### src/design/bf_pkg.sv
`default_nettype none
// ----------------------------------------------------------------------------
// Bilateral filter package
// Shared constants, payload types and helper functions for the RGB
// bilateral filter front end, job queue and compute back end.
// ----------------------------------------------------------------------------
package bf_pkg;

  // Window and store geometry.
  localparam int MAX_RADIUS      = 3;
  localparam int TAPS_SIDE       = 2 * MAX_RADIUS + 1;
  localparam int SPATIAL_ENTRIES = TAPS_SIDE * TAPS_SIDE;
  localparam int SPATIAL_AW      = 6;
  localparam int RANGE_ENTRIES   = 256;
  localparam int MAX_WIDTH       = 1024;
  localparam int MAX_HEIGHT      = 4096;
  localparam int COL_BITS        = 10;
  localparam int ROW_BITS        = 12;
  localparam int SLOT_BITS       = 3;
  localparam int STORE_AW        = SLOT_BITS + COL_BITS;
  localparam int STORE_DEPTH     = TAPS_SIDE * MAX_WIDTH;
  localparam int WEIGHT_BITS     = 16;
  localparam int GAP_BITS        = 23;
  localparam int DEN_BITS        = 22;
  localparam int NUM_BITS        = 30;
  localparam int REM_BITS        = 31;
  localparam int JOBQ_DEPTH      = 4;
  localparam int JOBQ_AW         = 2;

  // Item operations.
  localparam logic [1:0] OP_PIXEL   = 2'd0;
  localparam logic [1:0] OP_DRAIN   = 2'd1;
  localparam logic [1:0] OP_LOAD_SP = 2'd2;
  localparam logic [1:0] OP_LOAD_RG = 2'd3;

  // Configuration register indexes.
  localparam logic [1:0] CFG_WIDTH  = 2'd0;
  localparam logic [1:0] CFG_HEIGHT = 2'd1;
  localparam logic [1:0] CFG_RADIUS = 2'd2;
  localparam logic [1:0] CFG_MODE   = 2'd3;

  // Border modes; any other code drops outside taps.
  localparam logic [1:0] MODE_ZERO   = 2'd0;
  localparam logic [1:0] MODE_MIRROR = 2'd1;

  typedef struct packed {
    logic [1:0]  operation;
    logic [7:0]  red_in;
    logic [7:0]  green_in;
    logic [7:0]  blue_in;
    logic [7:0]  table_index;
    logic [15:0] weight_value;
  } in_t;

  typedef struct packed {
    logic [7:0] red_out;
    logic [7:0] green_out;
    logic [7:0] blue_out;
    logic       frame_end;
  } out_t;

  // Effective frame geometry handed from front to back.
  typedef struct packed {
    logic [10:0] w;
    logic [12:0] h;
    logic [1:0]  r;
    logic [1:0]  mode;
  } geom_t;

  // One unit of work for the back end.
  typedef struct packed {
    logic                 ld_sp;
    logic                 ld_rg;
    logic                 wr;
    logic                 emit;
    logic [23:0]          pix;
    logic [SLOT_BITS-1:0] wslot;
    logic [COL_BITS-1:0]  wcol;
    logic [7:0]           idx;
    logic [15:0]          weight;
    logic [ROW_BITS-1:0]  orow;
    logic [COL_BITS-1:0]  ocol;
    logic [SLOT_BITS-1:0] oslot;
    logic                 last;
  } job_t;

  // Mirror a coordinate c+d back into [0, n-1].
  function automatic logic signed [13:0] reflect_coord(input logic signed [13:0] c,
                                                       input logic signed [13:0] d,
                                                       input logic signed [13:0] n);
    logic signed [13:0] p;
    p = c + d;
    if (p > n - 14'sd1) p = c - d;
    else if (p < 14'sd0) p = -p;
    if (p < 14'sd0) p = 14'sd0;
    if (p > n - 14'sd1) p = n - 14'sd1;
    return p;
  endfunction

endpackage
`default_nettype wire

### src/design/bf_jobq.sv
`default_nettype none
// ----------------------------------------------------------------------------
// Bilateral filter job queue
// Short first-in first-out queue of jobs between the front end and the
// compute back end.
// ----------------------------------------------------------------------------
module bf_jobq (
  input  wire logic          clk,
  input  wire logic          rst_n,
  input  wire logic          push,
  input  wire bf_pkg::job_t  push_data,
  output logic               full,
  input  wire logic          pop,
  output bf_pkg::job_t       head,
  output logic               empty
);

  bf_pkg::job_t                entry_r [bf_pkg::JOBQ_DEPTH];
  logic [bf_pkg::JOBQ_AW-1:0]  wp_r;
  logic [bf_pkg::JOBQ_AW-1:0]  rp_r;
  logic [bf_pkg::JOBQ_AW:0]    cnt_r;

  assign full  = (cnt_r == (bf_pkg::JOBQ_AW+1)'(bf_pkg::JOBQ_DEPTH));
  assign empty = (cnt_r == '0);
  assign head  = entry_r[rp_r];

  // Payload storage.
  always_ff @(posedge clk) begin
    if (push) entry_r[wp_r] <= push_data;
  end

  // Pointers and fill count.
  always_ff @(posedge clk) begin
    if (!rst_n) begin
      wp_r  <= '0;
      rp_r  <= '0;
      cnt_r <= '0;
    end else begin
      if (push) wp_r <= wp_r + 1'b1;
      if (pop)  rp_r <= rp_r + 1'b1;
      cnt_r <= cnt_r + (bf_pkg::JOBQ_AW+1)'(push) - (bf_pkg::JOBQ_AW+1)'(pop);
    end
  end

  a_cnt_bound: assert property (@(posedge clk) disable iff (!rst_n)
    cnt_r <= (bf_pkg::JOBQ_AW+1)'(bf_pkg::JOBQ_DEPTH))
    else $error("job queue count overflow");
  a_no_overfill: assert property (@(posedge clk) disable iff (!rst_n)
    push |-> !full || pop)
    else $error("job pushed into a full queue");
  a_no_underrun: assert property (@(posedge clk) disable iff (!rst_n)
    pop |-> !empty)
    else $error("job popped from an empty queue");

endmodule
`default_nettype wire

### config.mk
export PLATFORM = sky130hd
export DESIGN_NAME = bf_jobq
export DESIGN_NICKNAME = d
export VERILOG_FILES = /design/src/design/bf_pkg.sv /design/src/design/bf_jobq.sv
export SDC_FILE = /design/constraint.sdc
export NUM_CORES = 1
export LEC_CHECK = 0
export BUFFER_PORTS_ARGS = -buffer_cell sky130_fd_sc_hd__buf_2
export CELL_PAD_IN_SITES_DETAIL_PLACEMENT = 1
export CELL_PAD_IN_SITES_GLOBAL_PLACEMENT = 1
export CORE_AREA = 2 2 169 171
export CTS_BUF_LIST = sky130_fd_sc_hd__clkbuf_16
export CTS_CLUSTER_DIAMETER = 40
export DETAILED_ROUTE_END_ITERATION = 7
export DIE_AREA = 0 0 171 173
export PLACE_DENSITY_LB_ADDON = 0.1
export SLEW_MARGIN = 20
export SYNTH_ARGS = -nofsm -noshare
export SYNTH_HDL_FRONTEND = slang
export SYNTH_SLANG_ARGS = --single-unit
### constraint.sdc
create_clock -name clk -period 4.7 [get_ports clk]
set_input_delay 1.175 -clock clk [delete_from_list [all_inputs] [get_ports clk]]
set_output_delay 1.175 -clock clk [all_outputs]
set_load 0.01 [all_outputs]
; ---- After elaboration in Yosys (flattened, before gate mapping)
; Memory sizes are Yosys's and may differ from the RTL's. A register that Yosys moved wholly into a read port is not among the register bits.
; Cells that the tools add are included.
[totals]
register_bits = 7
latch_bits = 0
ramBits = 364
rom_bits = 0
out_inout_bits = 93
elab_cells = 14
mem_count = 1
[mem_list]
columns = name, words, width, read_ports, rd_clocked_by_memory_dff, wr, line_no
row1 = entry_r, 4, 91, 1, 1, 1, bf_jobq.sv:18  ; bf_pkg::job_t entry_r [bf_pkg::JOBQ_DEPTH];
[op_classes]
addsub = 4
mul = 0
n_div = 0
order_cmp = 0
n_eq_ne = 1
n_shift = 0
n_mux = 4
n_bitwise = 0
n_reduce_logical = 1
[op_table]
columns = operator, count
row1 = adder 2 x 1 -> 2 bit (second input constant), 2
row2 = two-way mux 2 bit, 2
row3 = adder 3 x 1 -> 3 bit, 1
row4 = == test 3 bit (second input constant), 1
row5 = logical NOT 3 bit, 1
row6 = subtractor 3 x 1 -> 3 bit, 1
row7 = two-way mux 1 bit, 2

; ---- Depth between registers and ports, before layout
; Gate-level depths: netlist of run 1.
[logic_depth]
depth_word = 3
depth_mapped = 7
ltp_nobuf = 7

; ---- Least setup slack after synthesis of run 1
; No wires, ideal clock.
[synth_timing]
path_type = input -> register
start = in push
end = mem entry_r[0][0] in the netlist's numbering (enable)
setup_time_ps = 459
arrival_ps = 3283
path_slack_ps = 957
cell_stages = 1
path_buffers = 0
cell_sequence = and2_1
[synth_via]
elab_chain_cells = 2
[synth_lines]
columns = element, line_no
row1 = "start, declared", bf_jobq.sv:10  ; input wire logic push,
row2 = two-way mux 1 bit, bf_jobq.sv:29  ; if (push) entry_r[wp_r] <= push_data;
row3 = two-way mux 1 bit (implied by the code), bf_jobq.sv:29
row4 = "end, declared", bf_jobq.sv:18
; No other way between the ends.

==> metrics.md, run 1 <==
| Metric | Value |
|---|---|
| Status | `finished clean` |
| DR vias | `approximately 6,100` |
| # Post-CTS Setup Buffers | `0` |
| GRT Overall Usage | `18.5%` |
| TritonCTS clock tree | `done` |
| TritonCTS Buffers | `45` |
| Max-cap check violation count | `0` |
| Worst-margin pin slew | `0.744 ns` |
| Dpl cell area | `15,000 µm²` |
| Hold-fix buffers at CTS | `0` |
| Critical Path Source Type | `flip-flop` |
| Fill cells | `2,327` |
| Overall Power | `between 8 and 9 mW` |
| Hold path startpoint | `wp_r[0]` |
| Final critical-path share of the clock period | `about 80%` |
| Post-Syn Area | `13,700 µm²` |
| Slew Viols, Final | `0` |
| CP Cell Sequence | `buf_12 > mux4_2 > buf_2` |
| Number of global-route vias before repair | `a little under 7,000` |
| Synth Flop Type | `edfxtp_1` |
| Yosys warns | `0` |
| Post-Route WL | `around 26 mm` |
| Die Y | `173 µm` |
| Detailed Place HPWL | `between 15 and 20 mm` |
| Crit-path max FO | `42` |
| Clk Tree Root Cell | `clkbuf_16` |
| Worst R2R Start | `wp_r[0]` |
| Slowest-stage cell, CP | `dfxtp_4` |
| Largest net degree at the start of global routing | `51` |
| Area contributors post-synth | `edfxtp_1 (80%), mux4_2 (15%), buf_12 (1.3%)` |
| Die extent in x | `~170 µm` |
| Mapped Cells | `518` |
| WL/cell | `about 23 µm` |
| RSZ-0062 raised after global routing | `false` |
| Synth top area share | `80.0%` |
| Post-synthesis sequential element count | `373` |
| DRC violations left | `0` |
| Fin Setup TNS | `0 ns` |
| Leak | `5.66 nW` |
| Layout Cells excl Fill | `1,157` |
| Initial antenna violation count | `2` |
| Final setup violation count | `0` |
| Worst slew margin | `50.4%` |
| Synth cell count leaders | `edfxtp_1 (364), mux4_2 (91), buf_12 (9), buf_2 (9), dfxtp_1 (9)` |
| Crit end category | `primary output` |
| H-tree depth | `2` |
| Post-synth EDFFs | `364` |
| Max Fclk | `272 MHz` |
| Worst Path Arrival | `approximately 2.5 ns` |
| Fin util | `60.0%` |
| Dpl cells | `between 1,000 and 1,500` |
| Starting density of the core | `49.5%` |
| VDD IR max | `between 0.3 and 0.4 mV` |
| RD Place Congestion | `0.687` |
| Antenna Violating Nets Remaining | `0` |
| PortBufs | `187` |
| Seq/Total Area, Yosys | `81.3%` |
| Crit Path Class | `reg -> out` |
| Global-route wire length before repair | `40.8 mm` |
| FP Rows | `61` |
| Final-report hold violation count | `0` |
| Clock skew | `0.0108 ns` |
| Die ar. | `29,600 µm²` |
| Clock transition at path regs | `around 0.050 ns` |
| Avg Cell Area, Syn | `between 20 and 30 µm²` |
| P per Cell Area | `494 nW/µm²` |
| Share of layout cells above drive strength 1 | `47.2%` |
| CP required | `3.52 ns` |
| Worst-skew pair later-pin latency | `0.53 ns` |
| Yosys cell types | `20` |
| Crit path time final | `3.68 ns` |
| Synth-to-layout area growth | `21.4%` |
| Vias/cell | `roughly 5.3` |
| Core area | `27,600 µm²` |
| Syn_nets | `620` |
| Most common cell in the netlist | `edfxtp_1` |
| Nets@finish | `842` |
| Grt total ovfl | `0` |
| Cts repair resizes | `0` |
| Fraction of registers with async set/reset | `0%` |
| Num Clock Sinks | `373` |
| TritonRoute pass-1 iters | `4` |
| Max incr delay on CP | `0.78 ns` |
| Leading area contributor after synthesis | `edfxtp_1` |
| Worst-case clock buffer depth | `3` |
| Iter 0 DRT Violations | `341` |
| Design area | `16,600 µm²` |
| Hold crit path type | `reg -> reg` |
| Num ports | `188` |
==> kinds of logic after synthesis <==
logic type	Yosys count	synth area share, %
buf+inv	27	1.95
compound gates	2	0.110
fa+ha+maj	7	0.696
xor+xnor	3	0.302
simple gates	14	0.550
mux	92	15.1
flops	373	81.3
==> flip-flops by register name, summed over array words and instances, names as in the netlist, named ones only <==
register / count
cnt_r: 3
rp_r: 2
entry_r: 364
wp_r: 2
==> cell usage in the layout, fill, tap and decap left out, types with 6 or more instances in the layout <==
cell type and n:
buf_12 6, buf_2 187, bufinv_16 9, clkbuf_16 47
clkinv_2 9, dfxtp_1 7, edfxtp_1 364, ha_1 6
inv_1 13, mux4_2 91
==> worst max-delay path, delay by kind of cell (launching register included) <==
kind | cells | cell delay (ns)
flops | 1 | 0.78
mux | 1 | 0.57
buf+inv | 2 | 0.54
==> worst paths after layout <==
check / slack [ns] / depth (start not counted) / endpoint
worst max register to register: 2.70 / 4 / entry_r[2][75]
worst min-delay path: 0.58 / 2 / wp_r[0]
worst max-delay path: 1.02 / 3 / head[16]
worst min register to register: 0.58 / 2 / wp_r[0]
==> through the flow <==
step                worst slack, ns  hold slack [ns]
floorplan                     0.957            0.499
global placement               1.50            0.505
detailed placement             1.49            0.537
CTS                           0.925            0.587
global route                  0.840            0.623
finish                         1.02            0.577
==> power by group <==
group	total (mW)	switching, mW	internal, mW
combinational	0.675	0.352	0.323
clock	3.62	1.31	2.31
sequential	3.89	0.0680	3.82
==> final cells by class <==
class | instances | area [µm²] | share of cell area (%)
sequential | 373 | 11100 | 67.0
multi-input combinational | 118 | 2300 | 13.8
clock buffer | 47 | 1180 | 7.09
timing repair buffer | 195 | 1070 | 6.46
tap | 378 | 473 | 2.85
clock inverter | 36 | 419 | 2.53
inverter | 7 | 26.3 | 0.158
antenna | 3 | 7.51 | 0.0453
==> per-layer routing <==
layer,up-vias,routed length [µm],GRT usage [%]
met1,3256,10600,23.1
met2,160,13700,31.4
li1,2681,-,-
met3,38,1730,5.45
met5,-,11,0
met4,2,429,5.44
(Power assumes the default switching activity.)
==> run 2: changes to the inputs <==
==> constraint.sdc (replaced) <==
create_clock -name clk -period 3.4 [get_ports clk]
set_input_delay 0.85 -clock clk [delete_from_list [all_inputs] [get_ports clk]]
set_output_delay 0.85 -clock clk [all_outputs]
set_load 0.01 [all_outputs]
==> run 2 against run 1 <==
Combinational power rose by 44%. Utilization rose by 0.16 points. Cell count rose by 0.69%. Clock power rose by 36%. Clock skew rose by 0.0031 ns. Sequential share of layout area fell by 0.18 points. Total power rose by 37%. Critical path depth did not move. Clock-buffer cell count rose by 2. Critical endpoint is now head[13]. Highest routed layer unchanged.
==> metrics.md, run 2 (synthesis gave the netlist of run 1 again) <==
| Metric | Value |
|---|---|
| Hold depth | `1 (was 2)` |
| Number of global-route vias before repair | `7,053 (was 6,942)` |
| Num Clock Sinks | `373 (unchanged)` |
| TritonCTS Buffers | `47 (was 45)` |
| Share of layout cells above drive strength 1 | `47.3% (was 47.2%)` |
| Max reg flops | `364 (unchanged)` |
| Final-report hold violation count | `0 (unchanged)` |
| Clock transition at path regs | `0.06 ns (was 0.05 ns)` |
| R2r setup slk | `1.58 ns (was 2.70 ns)` |
| H-tree depth | `2 (unchanged)` |
| Critical Path Source Type | `flip-flop (unchanged)` |
| Starting density of the core | `49.5% (unchanged)` |
| VDD IR max | `0.469 mV (was 0.368 mV)` |
| FF-to-FF path depth | `4 (unchanged)` |
| Fill cells | `2,341 (was 2,327)` |
| Final critical-path share of the clock period | `88.1%` |
| Fin Setup TNS | `0 ns (unchanged)` |
| Worst Path Arrival | `2.15 ns (was 2.50 ns)` |
| FP Rows | `61 (unchanged)` |
| Status | `finished clean (unchanged)` |
| Cts repair resizes | `0 (unchanged)` |
| Clock skew | `0.0139 ns (was 0.0108 ns)` |
| Slew Viols, Final | `0 (unchanged)` |
| Largest register by flop count | `entry_r (unchanged)` |
| Max Fclk | `approximately 330 MHz` |
| Biggest regs | `entry_r: 364 flops, cnt_r: 3 flops (unchanged)` |
| Worst-case clock buffer depth | `3 (unchanged)` |
| DR vias | `6,161 (was 6,137)` |
| TritonCTS clock tree | `done (unchanged)` |
| Num ports | `188 (unchanged)` |
| Most frequent cells in the layout | `edfxtp_1 (364), buf_2 (187), mux4_2 (91) (unchanged)` |
| Grt total ovfl | `0 (unchanged)` |
| Max-cap check violation count | `0 (unchanged)` |
| Met2 Use GR | `32.0% (was 31.4%)` |
| Multi-input gate area | `2300 µm² (unchanged)` |
| PortBufs | `187 (unchanged)` |
| Largest net degree at the start of global routing | `63 (was 51)` |
| DRC violations left | `0 (unchanged)` |
| Dpl cells | `1,076 (was 1,071)` |
| GRT Overall Usage | `18.4% (was 18.5%)` |
| Core area | `27,600 µm² (unchanged)` |
| P per Cell Area | `676 nW/µm² (was 494 nW/µm²)` |
| CP required | `2.55 ns (was 3.52 ns)` |
| Final setup violation count | `0 (unchanged)` |
| Dpl ws | `0.928 ns (was 1.49 ns)` |
| GR Util met1 | `22.8% (was 23.1%)` |
| Hold crit path type | `in -> reg (was reg -> reg)` |
| Vias/cell | `5.29 (was 5.30)` |
| TritonRoute pass-1 iters | `4 (unchanged)` |
| Hold Path End | `entry_r[3][82] (was wp_r[0])` |
| Global-route wire length before repair | `41.0 mm (was 40.8 mm)` |
| Worst-margin pin slew | `0.595 ns (was 0.744 ns)` |
| WL/cell | `22.7 µm (was 22.8 µm)` |
| Crit Path Class | `reg -> out (unchanged)` |
| Antenna Violating Nets Remaining | `0 (unchanged)` |
| RD Place Congestion | `0.698 (was 0.687)` |
| Initial antenna violation count | `4 (was 2)` |
| Worst slew margin | `60.3% (was 50.4%)` |
| Iter 0 DRT Violations | `432 (was 341)` |
| GR peak layer | `met2 (unchanged)` |
| Detailed Place HPWL | `16.2 mm (was 15.8 mm)` |
| Commonest non-fill, non-tap cell in the layout | `edfxtp_1 (unchanged)` |
| M3 GR Usage | `4.67% (was 5.45%)` |
| Die Y | `173 µm (unchanged)` |
| Hold path startpoint | `push_data[82] (was wp_r[0])` |
| Worst-skew pair later-pin latency | `0.53 ns (about the same)` |
| Nets@finish | `849 (was 842)` |
| Clk Tree Root Cell | `clkbuf_16 (unchanged)` |
| Crit end category | `primary output (unchanged)` |
| Crit path time final | `about 3 ns` |
| RR Endpoint | `entry_r[0][18] (was entry_r[2][75])` |
| # Post-CTS Setup Buffers | `0 (unchanged)` |
| Leak | `5.68 nW (was 5.66 nW)` |
| Post-layout worst setup margin | `0.405 ns (was 1.02 ns)` |
| Post-Route WL | `26.5 mm (was 26.4 mm)` |
| Worst R2R Start | `wp_r[0] (unchanged)` |
| RSZ-0062 raised after global routing | `false (unchanged)` |
| Crit-path max FO | `35 (was 42)` |
| FF+latch area | `11,100 µm² (unchanged)` |
| Layout Cells excl Fill | `1,165 (was 1,157)` |
| Synth-to-layout area growth | `21.7% (was 21.4%)` |
| Die ar. | `29,600 µm² (unchanged)` |
| Die extent in x | `171 µm (unchanged)` |
| Hold-fix buffers at CTS | `0 (unchanged)` |
## run 2: cell types whose count changed in the layout (fill, tap and decap cells not counted)
| cell | before | now |
|---|---|---|
| diode_2 | 3 | 2 |
| clkinv_1 | 4 | 8 |
| clkinv_4 | 3 | 1 |
| inv_6 | 2 | 6 |
| buf_12 | 6 | 7 |
| clkinv_2 | 9 | 6 |
| bufinv_16 | 9 | 6 |
| clkbuf_16 | 47 | 49 |
| inv_8 | 0 | 1 |
| buf_4 | 2 | 6 |
| clkinvlp_4 | 3 | 4 |
## run 2: where the power goes
part	switching (mW)	leakage [nW]	total, mW	internal (mW)
clock	1.84	0.795	4.93	3.09
combinational	0.515	1.47	0.969	0.454
sequential	0.0651	3.42	5.35	5.29
total	2.42	5.68	11.2	8.83
## run 2: worst max-delay path by stage
stage                         end  slack (ns)
finish                   head[13]        0.40
global route             head[13]        0.27
CTS                      head[13]        0.35
detailed placement       head[13]        0.93
global placement         head[13]        0.92
floorplan           entry_r[1][0]        0.98
## run 2: worst max-delay path: stages, from the launching register on
cell and delay, ns:
dfxtp_4 0.51, buf_12 0.32, mux4_2 0.59, buf_2 0.17
## run 2: metrics by stage
step / cell area [µm²] / utilization, % / hold slack, ns / total power, mW
floorplan: 13700 / - / 0.499 / 6.04
global placement: 15000 / 54.4 / 0.508 / 6.40
detailed placement: 15000 / 54.4 / 0.556 / 6.45
CTS: 16600 / 60.2 / 0.512 / 11.4
global route: 16600 / 60.2 / 0.516 / 11.6
finish: 16600 / 60.2 / 0.532 / 11.2
## run 2: area by class of cell
class	instances	share of cell area, %
flip-flops and latches	373	66.9
multi-input cells	118	13.8
clock buffers	49	7.37
repair buffers	200	6.74
well taps	378	2.84
clock inverters	38	2.20
inverters	7	0.158
diodes	2	0.0301
## run 2: per-layer routing
layer  part of all wire (%)  routed length (µm)  vias up
met3                    6.6                1750       54
met1                     40               10500     3224
met5                  0.026                   7        -
met2                     51               13600      180
met4                    2.2                 576        2
li1                       -                   -     2701
